## src/dps_pkg.sv

```systemverilog
// Package for the dynamic priority scheduler.
// Holds field widths, request and status codes, and the chain command type.
// No dependencies.
`default_nettype none

package dps_pkg;

  localparam int ID_W     = 4;
  localparam int PRIO_W   = 8;
  localparam int NEED_W   = 8;
  localparam int USED_W   = 8;
  localparam int STATUS_W = 2;

  localparam logic REQ_ADD = 1'b0;
  localparam logic REQ_RUN = 1'b1;

  localparam logic [STATUS_W-1:0] ST_ADDED    = 2'd0;
  localparam logic [STATUS_W-1:0] ST_REJECTED = 2'd1;
  localparam logic [STATUS_W-1:0] ST_RAN      = 2'd2;
  localparam logic [STATUS_W-1:0] ST_IDLE     = 2'd3;

  localparam logic signed [PRIO_W-1:0] PRIO_MIN = 8'sh80;

  localparam logic [1:0] OP_HOLD   = 2'd0;
  localparam logic [1:0] OP_INSERT = 2'd1;
  localparam logic [1:0] OP_POP    = 2'd2;

  typedef struct packed {
    logic [1:0]               op;
    logic [ID_W-1:0]          id;
    logic signed [PRIO_W-1:0] prio;
  } chain_cmd_t;

endpackage

`default_nettype wire

```

## src/dps_req_if.sv

```systemverilog
// Request channel of the dynamic priority scheduler: valid, ready and payload.
// Depends on dps_pkg.
`default_nettype none

interface dps_req_if;
  import dps_pkg::*;

  logic                     valid;
  logic                     ready;
  logic                     req_type;
  logic [ID_W-1:0]          task_id;
  logic signed [PRIO_W-1:0] priority_req;
  logic [NEED_W-1:0]        need_slices;

  modport source (output valid, req_type, task_id, priority_req, need_slices, input ready);
  modport sink   (input valid, req_type, task_id, priority_req, need_slices, output ready);
endinterface

`default_nettype wire

```

## src/dps_rsp_if.sv

```systemverilog
// Result channel of the dynamic priority scheduler: valid, ready and payload.
// Depends on dps_pkg; QLEN_W must equal $clog2(MAX_TASKS + 1) of the scheduler.
`default_nettype none

interface dps_rsp_if #(
  parameter int QLEN_W = 5
);
  import dps_pkg::*;

  logic                     valid;
  logic                     ready;
  logic [STATUS_W-1:0]      status;
  logic [ID_W-1:0]          ran_id;
  logic signed [PRIO_W-1:0] ran_priority;
  logic [USED_W-1:0]        used_slices;
  logic                     finished;
  logic [QLEN_W-1:0]        queue_length;

  modport source (output valid, status, ran_id, ran_priority, used_slices, finished,
                  queue_length, input ready);
  modport sink   (input valid, status, ran_id, ran_priority, used_slices, finished,
                  queue_length, output ready);
endinterface

`default_nettype wire

```

## src/dps_cell.sv

```systemverilog
// One cell of the sorted ready chain: holds one task and shifts with its neighbors.
// Depends on dps_pkg.
`default_nettype none

module dps_cell #(
  parameter int SLICE_BITS = 8
) (
  input  wire                              clk,
  input  wire dps_pkg::chain_cmd_t         cmd,
  input  wire [SLICE_BITS-1:0]             cmd_need,
  input  wire [SLICE_BITS-1:0]             cmd_used,
  input  wire                              occ,
  input  wire                              prev_ge,
  input  wire [dps_pkg::ID_W-1:0]          prev_id,
  input  wire signed [dps_pkg::PRIO_W-1:0] prev_prio,
  input  wire [SLICE_BITS-1:0]             prev_need,
  input  wire [SLICE_BITS-1:0]             prev_used,
  input  wire [dps_pkg::ID_W-1:0]          next_id,
  input  wire signed [dps_pkg::PRIO_W-1:0] next_prio,
  input  wire [SLICE_BITS-1:0]             next_need,
  input  wire [SLICE_BITS-1:0]             next_used,
  output logic                             ge,
  output logic [dps_pkg::ID_W-1:0]         id,
  output logic signed [dps_pkg::PRIO_W-1:0] prio,
  output logic [SLICE_BITS-1:0]            need,
  output logic [SLICE_BITS-1:0]            used
);
  import dps_pkg::*;

  // A queued task with equal or higher priority stays ahead of the new one.
  assign ge = occ && ($signed(prio) >= $signed(cmd.prio));

  always_ff @(posedge clk) begin
    unique case (cmd.op)
      OP_INSERT: begin
        if (!ge) begin
          if (prev_ge) begin
            id   <= cmd.id;
            prio <= cmd.prio;
            need <= cmd_need;
            used <= cmd_used;
          end else begin
            id   <= prev_id;
            prio <= prev_prio;
            need <= prev_need;
            used <= prev_used;
          end
        end
      end
      OP_POP: begin
        id   <= next_id;
        prio <= next_prio;
        need <= next_need;
        used <= next_used;
      end
      default: begin
      end
    endcase
  end

endmodule

`default_nettype wire

```

## src/dynamic_priority_scheduler.sv

```systemverilog
// Top level of the dynamic priority scheduler: control, result register and cell chain.
// Depends on dps_pkg, dps_req_if, dps_rsp_if and dps_cell.
//
//   Channel  Role    Payload
//   req      sink    req_type, task_id, priority_req, need_slices
//   rsp      source  status, ran_id, ran_priority, used_slices, finished, queue_length
//
// A run that puts its task back passes through the S_REINS state, which reinserts it
// into the chain; no request is taken in that state.
// The result is registered in the transfer cycle; a new request is taken while the
// result register is empty or is being emptied in the same cycle.
// Reset empties the queue and the result register.
`default_nettype none

module dynamic_priority_scheduler #(
  parameter int MAX_TASKS  = 16,
  parameter int SLICE_BITS = 8
) (
  input  wire        clk,
  input  wire        rst,
  dps_req_if.sink    req,
  dps_rsp_if.source  rsp
);
  import dps_pkg::*;

  localparam int CNT_W = $clog2(MAX_TASKS + 1);

  localparam logic S_IDLE  = 1'b0;
  localparam logic S_REINS = 1'b1;

  logic                     state;
  logic [CNT_W-1:0]         count;
  logic [CNT_W-1:0]         count_next;

  logic [ID_W-1:0]          rq_id;
  logic signed [PRIO_W-1:0] rq_prio;
  logic [SLICE_BITS-1:0]    rq_need;
  logic [SLICE_BITS-1:0]    rq_used;

  logic [STATUS_W-1:0]      out_status;
  logic [ID_W-1:0]          out_id;
  logic signed [PRIO_W-1:0] out_prio;
  logic [USED_W-1:0]        out_used;
  logic                     out_fin;
  logic [CNT_W-1:0]         out_qlen;
  logic                     out_valid;

  logic [ID_W-1:0]          c_id   [MAX_TASKS];
  logic signed [PRIO_W-1:0] c_prio [MAX_TASKS];
  logic [SLICE_BITS-1:0]    c_need [MAX_TASKS];
  logic [SLICE_BITS-1:0]    c_used [MAX_TASKS];
  logic [MAX_TASKS-1:0]     c_ge;

  chain_cmd_t               cmd;
  logic [SLICE_BITS-1:0]    cmd_need;
  logic [SLICE_BITS-1:0]    cmd_used;

  logic                     acc;
  logic                     full;
  logic                     empty;
  logic [SLICE_BITS-1:0]    used_inc;
  logic                     fin;
  logic signed [PRIO_W-1:0] prio_dec;

  assign full  = (count == CNT_W'(MAX_TASKS));
  assign empty = (count == '0);

  assign req.ready = (state == S_IDLE) && (!out_valid || rsp.ready);
  assign acc       = req.valid && req.ready;

  // Head of the queue, as it stands before a run.
  assign used_inc = (c_used[0] == '1) ? c_used[0] : c_used[0] + 1'b1;
  assign fin      = (used_inc >= c_need[0]);
  assign prio_dec = (c_prio[0] == PRIO_MIN) ? c_prio[0] : c_prio[0] - 8'sd1;

  always_comb begin
    cmd.op   = OP_HOLD;
    cmd.id   = req.task_id;
    cmd.prio = req.priority_req;
    cmd_need = SLICE_BITS'(req.need_slices);
    cmd_used = '0;
    count_next = count;
    if (state == S_REINS) begin
      cmd.op     = OP_INSERT;
      cmd.id     = rq_id;
      cmd.prio   = rq_prio;
      cmd_need   = rq_need;
      cmd_used   = rq_used;
      count_next = count + 1'b1;
    end else if (acc) begin
      if (req.req_type == REQ_ADD) begin
        if (!full) begin
          cmd.op     = OP_INSERT;
          count_next = count + 1'b1;
        end
      end else if (!empty) begin
        cmd.op     = OP_POP;
        count_next = count - 1'b1;
      end
    end
  end

  for (genvar i = 0; i < MAX_TASKS; i++) begin : g_cell
    localparam int PI = (i == 0) ? 0 : i - 1;
    localparam int NI = (i == MAX_TASKS - 1) ? i : i + 1;

    dps_cell #(
      .SLICE_BITS (SLICE_BITS)
    ) u_cell (
      .clk       (clk),
      .cmd       (cmd),
      .cmd_need  (cmd_need),
      .cmd_used  (cmd_used),
      .occ       (CNT_W'(i) < count),
      .prev_ge   ((i == 0) ? 1'b1 : c_ge[PI]),
      .prev_id   (c_id[PI]),
      .prev_prio (c_prio[PI]),
      .prev_need (c_need[PI]),
      .prev_used (c_used[PI]),
      .next_id   (c_id[NI]),
      .next_prio (c_prio[NI]),
      .next_need (c_need[NI]),
      .next_used (c_used[NI]),
      .ge        (c_ge[i]),
      .id        (c_id[i]),
      .prio      (c_prio[i]),
      .need      (c_need[i]),
      .used      (c_used[i])
    );
  end

  always_ff @(posedge clk) begin
    if (rst) begin
      state <= S_IDLE;
      count <= '0;
    end else begin
      count <= count_next;
      if (state == S_REINS) begin
        state <= S_IDLE;
      end else if (acc && (req.req_type == REQ_RUN) && !empty && !fin) begin
        state <= S_REINS;
      end
    end
  end

  always_ff @(posedge clk) begin
    if (acc) begin
      rq_id   <= c_id[0];
      rq_prio <= prio_dec;
      rq_need <= c_need[0];
      rq_used <= used_inc;
    end
  end

  always_ff @(posedge clk) begin
    if (rst) begin
      out_valid <= 1'b0;
    end else if (acc) begin
      out_valid <= 1'b1;
    end else if (rsp.ready) begin
      out_valid <= 1'b0;
    end
  end

  always_ff @(posedge clk) begin
    if (acc) begin
      out_id   <= '0;
      out_prio <= '0;
      out_used <= '0;
      out_fin  <= 1'b0;
      if (req.req_type == REQ_ADD) begin
        if (full) begin
          out_status <= ST_REJECTED;
          out_qlen   <= count;
        end else begin
          out_status <= ST_ADDED;
          out_qlen   <= count + 1'b1;
        end
      end else if (empty) begin
        out_status <= ST_IDLE;
        out_qlen   <= '0;
      end else begin
        out_status <= ST_RAN;
        out_id     <= c_id[0];
        out_prio   <= c_prio[0];
        out_used   <= USED_W'(used_inc);
        out_fin    <= fin;
        out_qlen   <= fin ? count - 1'b1 : count;
      end
    end
  end

  assign rsp.valid        = out_valid;
  assign rsp.status       = out_status;
  assign rsp.ran_id       = out_id;
  assign rsp.ran_priority = out_prio;
  assign rsp.used_slices  = out_used;
  assign rsp.finished     = out_fin;
  assign rsp.queue_length = out_qlen;

endmodule

`default_nettype wire

```

## src/flat_wrapper.sv

```systemverilog
// flat-port wrapper written by rule: the top's interface ports become plain ports
module dynamic_priority_scheduler_flat import dps_pkg::*;
#(
  parameter int MAX_TASKS  = 16,
  parameter int SLICE_BITS = 8
)
  (clk, rst, req_valid, req_req_type, req_task_id, req_priority_req, req_need_slices, req_ready, rsp_valid, rsp_status, rsp_ran_id, rsp_ran_priority, rsp_used_slices, rsp_finished, rsp_queue_length, rsp_ready);
  dps_req_if req_i ();
  dps_rsp_if #(.QLEN_W((5))) rsp_i ();
  input  wire clk;
  input  wire rst;
  input wire logic [$bits(req_i.valid)-1:0] req_valid;
  input wire logic [$bits(req_i.req_type)-1:0] req_req_type;
  input wire logic [$bits(req_i.task_id)-1:0] req_task_id;
  input wire logic [$bits(req_i.priority_req)-1:0] req_priority_req;
  input wire logic [$bits(req_i.need_slices)-1:0] req_need_slices;
  output wire logic [$bits(req_i.ready)-1:0] req_ready;
  output wire logic [$bits(rsp_i.valid)-1:0] rsp_valid;
  output wire logic [$bits(rsp_i.status)-1:0] rsp_status;
  output wire logic [$bits(rsp_i.ran_id)-1:0] rsp_ran_id;
  output wire logic [$bits(rsp_i.ran_priority)-1:0] rsp_ran_priority;
  output wire logic [$bits(rsp_i.used_slices)-1:0] rsp_used_slices;
  output wire logic [$bits(rsp_i.finished)-1:0] rsp_finished;
  output wire logic [$bits(rsp_i.queue_length)-1:0] rsp_queue_length;
  input wire logic [$bits(rsp_i.ready)-1:0] rsp_ready;
  assign req_i.valid = req_valid;
  assign req_i.req_type = req_req_type;
  assign req_i.task_id = req_task_id;
  assign req_i.priority_req = req_priority_req;
  assign req_i.need_slices = req_need_slices;
  assign req_ready = req_i.ready;
  assign rsp_valid = rsp_i.valid;
  assign rsp_status = rsp_i.status;
  assign rsp_ran_id = rsp_i.ran_id;
  assign rsp_ran_priority = rsp_i.ran_priority;
  assign rsp_used_slices = rsp_i.used_slices;
  assign rsp_finished = rsp_i.finished;
  assign rsp_queue_length = rsp_i.queue_length;
  assign rsp_i.ready = rsp_ready;
  dynamic_priority_scheduler #(.MAX_TASKS(MAX_TASKS), .SLICE_BITS(SLICE_BITS)) u_core (.clk(clk), .rst(rst), .req(req_i), .rsp(rsp_i));
endmodule
```

## config.mk

```make
export PLATFORM = sky130hd
export DESIGN_NAME = dynamic_priority_scheduler_flat
export DESIGN_NICKNAME = d
export VERILOG_FILES = /design/src/dps_pkg.sv /design/src/dps_req_if.sv /design/src/dps_rsp_if.sv /design/src/dps_cell.sv /design/src/dynamic_priority_scheduler.sv /design/src/flat_wrapper.sv
export SDC_FILE = /design/constraint.sdc
export NUM_CORES = 1
export LEC_CHECK = 0
export BUFFER_PORTS_ARGS = -buffer_cell sky130_fd_sc_hd__clkbuf_2
export CAP_MARGIN = 25
export CELL_PAD_IN_SITES_DETAIL_PLACEMENT = 0
export CELL_PAD_IN_SITES_GLOBAL_PLACEMENT = 1
export CORE_MARGIN = 3
export CORE_UTILIZATION = 30
export CTS_BUF_LIST = sky130_fd_sc_hd__clkbuf_4 sky130_fd_sc_hd__clkbuf_8 sky130_fd_sc_hd__clkbuf_16
export DETAILED_ROUTE_END_ITERATION = 10
export PLACE_DENSITY_LB_ADDON = 0.1
export SYNTH_ARGS = -nofsm -noshare
export SYNTH_HDL_FRONTEND = slang
export SYNTH_SLANG_ARGS = --single-unit
```

## constraint.sdc

```tcl
create_clock -name clk -period 7.3 [get_ports clk]
set_clock_uncertainty 0.15 [all_clocks]
set_input_delay 1.825 -clock clk [delete_from_list [all_inputs] [get_ports clk]]
set_output_delay 1.825 -clock clk [all_outputs]
set_load 0.02 [all_outputs]
```

* Word level (Yosys, flattened, before mapping) *
Cells that the tools add are included.
W data, S select, Z words.

storage, ports and cells
  register bits = 511
  bits of input ports = 25
  output and inout port bits = 30

operators by class
  add/subtract/negate cells = 4
  $lt $le $gt $ge = 33
  equality and inequality tests = 21
  multiplexer cells = 204
  bitwise gates (word level) = 3
  reductions and logical operators = 48

operators by type and width
  operator               count
  $mux W8                94
  $pmux W8 S2            45
  $ge A8 B8 Y1           17
  $mux W4                30
  $pmux W4 S2            15
  $lt A4 B5 Y1 const A   8
  $mux W5                8
  $reduce_and A2 Y1      17
  $ne A2 B2 Y1 const B   15
  $logic_and A1 B1 Y1    21
  $lt A3 B5 Y1 const A   4
  $eq A8 B8 Y1 const B   2
  $mux W12               1
  $lt A1 B5 Y1 const A   2
  $lt A2 B5 Y1 const A   2
  $mux W2                5
  $add A8 B1 Y8 const B  1
  $sub A8 B2 Y8 const B  1
  $mux W1                6
  $reduce_bool A2 Y1     3
  $add A5 B1 Y5 const B  1
  $eq A5 B5 Y1 const B   1
  $logic_not A5 Y1       1
  $sub A5 B1 Y5 const B  1
  7 further kinds        12

* Logic depth before layout (Yosys ltp) *
  depth after elaboration = 9
  mapped depth = 14

* Modules after synthesis *
From an unflattened synthesis, not the netlist that was laid out.

second synthesis, totals
  cell total of the unflattened synthesis = 2773
  area total of the unflattened synthesis = 30102.6 µm²

modules (own cells, without submodules)
  module                      times used  cells an instance  area each (µm²)  seq. area each (µm²)
  dps_cell                    16          153                1659.1           840.8
  dynamic_priority_scheduler  1           325                3557.2           1821.7

* Least setup slack after synthesis *
Ideal clock, no wire load.

  kind = input -> register
  start point = in req_priority_req[0]
  end point = reg u_core.g_cell[15].u_cell.id[0] in the netlist's numbering (enable)
  arrival time = 6399 ps
  required time = 6658 ps
  slack = 259 ps
  stages on the path = 10
  buffers on the path = 1
  cell sequence = mux2i_1 -> inv_1 -> clkbuf_1 -> ha_1 -> nand2b_1 -> a21oi_1 -> nor2b_1 -> o21ai_0 -> a21oi_1 -> o41ai_1

on the way
  longest elaborated chain between the ends = 5

ends and longest elaborated chain
  item                                line                              text
  start: declaration                  flat_wrapper.sv:15                input wire logic [$bits(req_i.priority_req)-1:0] req_priority_req;
  $mux W12                            dynamic_priority_scheduler.sv:83  if (state == S_REINS) begin
  $ge A8 B8 Y1                        dps_cell.sv:31                    assign ge = occ && ($signed(prio) >= $signed(cmd.prio));
  $logic_and A1 B1 Y1                 dps_cell.sv:31
  $not A1 Y1 (no source line)         --
  $reduce_and A2 Y1 (no source line)  --
  end signal: assignment              dps_cell.sv:38                    id <= cmd.id;
  end signal: assignment              dps_cell.sv:43                    id <= prev_id;
  end signal: assignment              dps_cell.sv:51                    id <= next_id;
  end: declaration                    dps_cell.sv:23                    output logic [dps_pkg::ID_W-1:0] id,

Every way passes these cells.
A chain may end at the register's enable or synchronous reset.

* Worst setup path in the final report *
  start point = in req_priority_req[1]
  end point = reg u_core.g_cell[9].u_cell.need[0] (data pin)

on the way
  longest elaborated chain between the ends = 6

ends and longest elaborated chain
  item                    line                              text
  $mux W12                dynamic_priority_scheduler.sv:83
  $ge A8 B8 Y1            dps_cell.sv:31
  $logic_and A1 B1 Y1     dps_cell.sv:31
  $mux W8                 dps_cell.sv:37                    if (prev_ge) begin
  $mux W8                 dps_cell.sv:36                    if (!ge) begin
  $pmux W8 S2             dps_cell.sv:34                    unique case (cmd.op)
  end signal: assignment  dps_cell.sv:40                    need <= cmd_need;
  end signal: assignment  dps_cell.sv:45                    need <= prev_need;
  end signal: assignment  dps_cell.sv:53                    need <= next_need;
  end: declaration        dps_cell.sv:25                    output logic [SLICE_BITS-1:0] need,

Every way passes these cells. The select of a mux whose other input is x is not followed.

==> impl_results.md <==
- Crit path time final: 5290 ps
- # clock sinks: 511
- Leakage: 0.0126 uW
- Buf+Inv Stages, Crit Path: 4
- DR pass1 iterations: 6
- Critical Path Fanout Max: 23
- Pwr dens: 388 mW/mm^2
- Worst path cell trace: clkbuf_2 > mux2_2 > inv_1 > buf_4 > ha_1 > a2111oi_0 > nor4_1 > nor2_4 > buf_4 > mux2i_1 > o21ai_0
- First-pass GRT wire length: 145 mm
- Worst setup SP type: input pin
- Slew HR: 31.5%
- P&R area growth vs syn: 13.0%
- Core Region: 0.0954 mm^2
- WL/cell: 24.7 um
- Post-CTS Setup Inserts: 0
- Starting Density: 30.4%
- Async set or reset register ratio after synthesis: 0%
- Crit-path leading delay family: buffers and inverters
- #FFs+latches synth: 511
- CTS H-tree depth: 2
- Fin nets: 2,818
- Detailed Place HPWL: 67.4 mm
- Synth area leader: edfxtp_1
- Post-synth EDFFs: 504
- Die width: 317 um
- Most frequent cells in the layout: edfxtp_1 (504), nand2_1 (407), mux2i_1 (334)
- CTS tree: yes
- ANT nets after route: 0
- Cts bufs inserted: 60
- Max Fclk: 189 MHz
- Pins over their slew limit: 0
- Critical path class: input pin to flip-flop
- Share of post-route cells with drive strength above 1: 11.2%
- # IOs: 55
- CP max-delay cell: mux2_2
- CP peak stage delay: 550 ps
- All-Layer GR Usage: 19.4%
- Commonest non-fill, non-tap cell in the layout: edfxtp_1
- Row count: 113
- Placed inst area: 0.0308 mm^2
- Mapped Area: 0.0290 mm^2
- Slew @ Worst Pin: 1030 ps
- Most used cell, CP: buf_4
- Final hold slack: 338 ps
- Inserted Diodes: 0
- Max-Cap Viols: 0
- Clk root buf: clkbuf_16
- Hold buffer count at cts: 0
- WP data arrival: 5510 ps
- Period utilization: 72.4%
- Final RePlAce weighted congestion: 0.811
- Vias: 21,000
- Die Span Y: 317 um
- Buffers on Ports: 54
- Count of final setup violators: 0
- Largest net degree at the start of global routing: 125
- Register area share after synthesis: 52.6%
- RSZ-0062 raised after global routing: false
- Unique cell type count in the Yosys netlist: 64
- Setup TNS Final: 0 ps
- Largest cells by area after synthesis: edfxtp_1 (52%), mux2i_1 (12%), ha_1 (6.1%), nand2_1 (5.3%), o21ai_0 (4.4%)
- Fin area: 0.0328 mm^2
- Synth warn: 0
- Max clock buf depth: 3
- Peak supply drop: 0.000178 V
- Hold Vio Cnt, Final: 0
- Crit path capture type: flip-flop
- Worst hold path class: flip-flop to flip-flop
- Initial antenna violation count: 2
- Synth top area share: 52.1%
- Syn nets: 2,844
- Vias in the first global route: 22,300
- DRC viols: 0
- Total die area: 0.101 mm^2
- Cells after Synth: 2,677
- Fill count: 9,640
- Grt total ovfl: 0
- DRT iter0 DRCs: 1,203
- Vias per cell: 5.29
- Status: completed
- Drt total wl: 98.0 mm
- Avg Cell Area, Syn: 10.8 um^2
- Clock Pin Slew Worst Setup and Hold Paths: 60 ps
- Worst-Skew Late Latency: 650 ps
- WP data required: 7520 ps
- CTS resizes: 0
- Most common flop cell mapped by yosys: edfxtp_1
## routing by layer
metal	GRT usage [%]	vias up	wire length (um)
met5	0	-	0
met4	6.14	0	2980
met3	1.92	147	2740
met2	35.7	350	51100
met1	23.8	10600	41200
li1	-	9852	-
## area by class of cell
cell class / count / area [um^2] / area share, %
Sequential cell: 511 / 15300 / 46.6
Timing Repair Buffer: 124 / 1010 / 3.07
Clock buffer: 83 / 1690 / 5.16
Multi-Input combinational cell: 1893 / 12800 / 39.0
Inverter: 61 / 229 / 0.698
Clock inverter: 29 / 218 / 0.664
Tap cell: 1265 / 1580 / 4.82
## flip-flops by register name, indices dropped and copies added (netlist names)
name / count
u_core.rsp.used_slices: 8
u_core.g_cell.u_cell.prio: 128
u_core.rsp.ran_priority: 8
u_core.g_cell.u_cell.used: 128
u_core.count: 5
u_core.rsp.valid: 1
u_core.rsp.finished: 1
u_core.rsp.queue_length: 5
u_core.rq_need: 8
u_core.rq_prio: 8
u_core.state: 1
u_core.rsp.ran_id: 4
u_core.g_cell.u_cell.need: 128
u_core.g_cell.u_cell.id: 64
u_core.rq_id: 4
u_core.rsp.status: 2
u_core.rq_used: 8
## Yosys cell counts, types with 19 or more instances
| cell | count |
|---|---|
| mux2_2 | 20 |
| clkbuf_1 | 110 |
| nor2_1 | 205 |
| buf_2 | 83 |
| o21ai_1 | 20 |
| o221a_2 | 20 |
| ha_1 | 142 |
| nand2_1 | 412 |
| edfxtp_1 | 504 |
| a21o_1 | 21 |
| inv_1 | 61 |
| a21oi_1 | 162 |
| nand3_1 | 29 |
| o21ai_0 | 256 |
| nand2b_1 | 19 |
| and2_1 | 28 |
| mux2i_1 | 335 |
| a221o_1 | 59 |
## logic make-up (layout without fill, tap and decap cells)
kind of cell | after synthesis | after routing | synth area share, %
AND/OR/NAND/NOR | 759 | 759 | 11.0
adder cells (fa/ha/maj) | 142 | 142 | 6.12
XOR/XNOR | 12 | 12 | 0.362
flip-flops | 511 | 511 | 52.6
multiplexers | 355 | 355 | 12.3
buffers and inverters | 273 | 297 | 4.16
AO/OA/AOI/OAI | 625 | 625 | 13.4
## final timing paths
| path | startpoint | endpoint | slack [ps] | depth (start not counted) |
|---|---|---|---|---|
| max | req_priority_req[1] | u_core.g_cell[9].u_cell.need[0] | 2010 | 11 |
| min | u_core.g_cell[0].u_cell.id[1] | u_core.rq_id[1] | 340 | 0 |
| max reg2reg | u_core.state | u_core.g_cell[9].u_cell.need[0] | 2430 | 13 |
| min reg2reg | u_core.g_cell[0].u_cell.id[1] | u_core.rq_id[1] | 340 | 0 |
## where the power goes
part	total (uW)	switching, uW	internal [uW]
combinational	4340	2670	1670
clock	2970	1280	1690
sequential	5430	731	4700
## stage by stage
stage | cells | total power, uW | setup slack (ps) | util, %
floorplan | 2677 | 8160 | 259 | -
global placement | 3845 | 9770 | 1360 | 32.2
detailed placement | 3848 | 9860 | 1310 | 32.2
CTS | 3960 | 12900 | 2010 | 34.2
global route | 3966 | 13600 | 1840 | 34.4
finish | 3966 | 12700 | 2010 | 34.4
(Power assumes the default switching activity.)
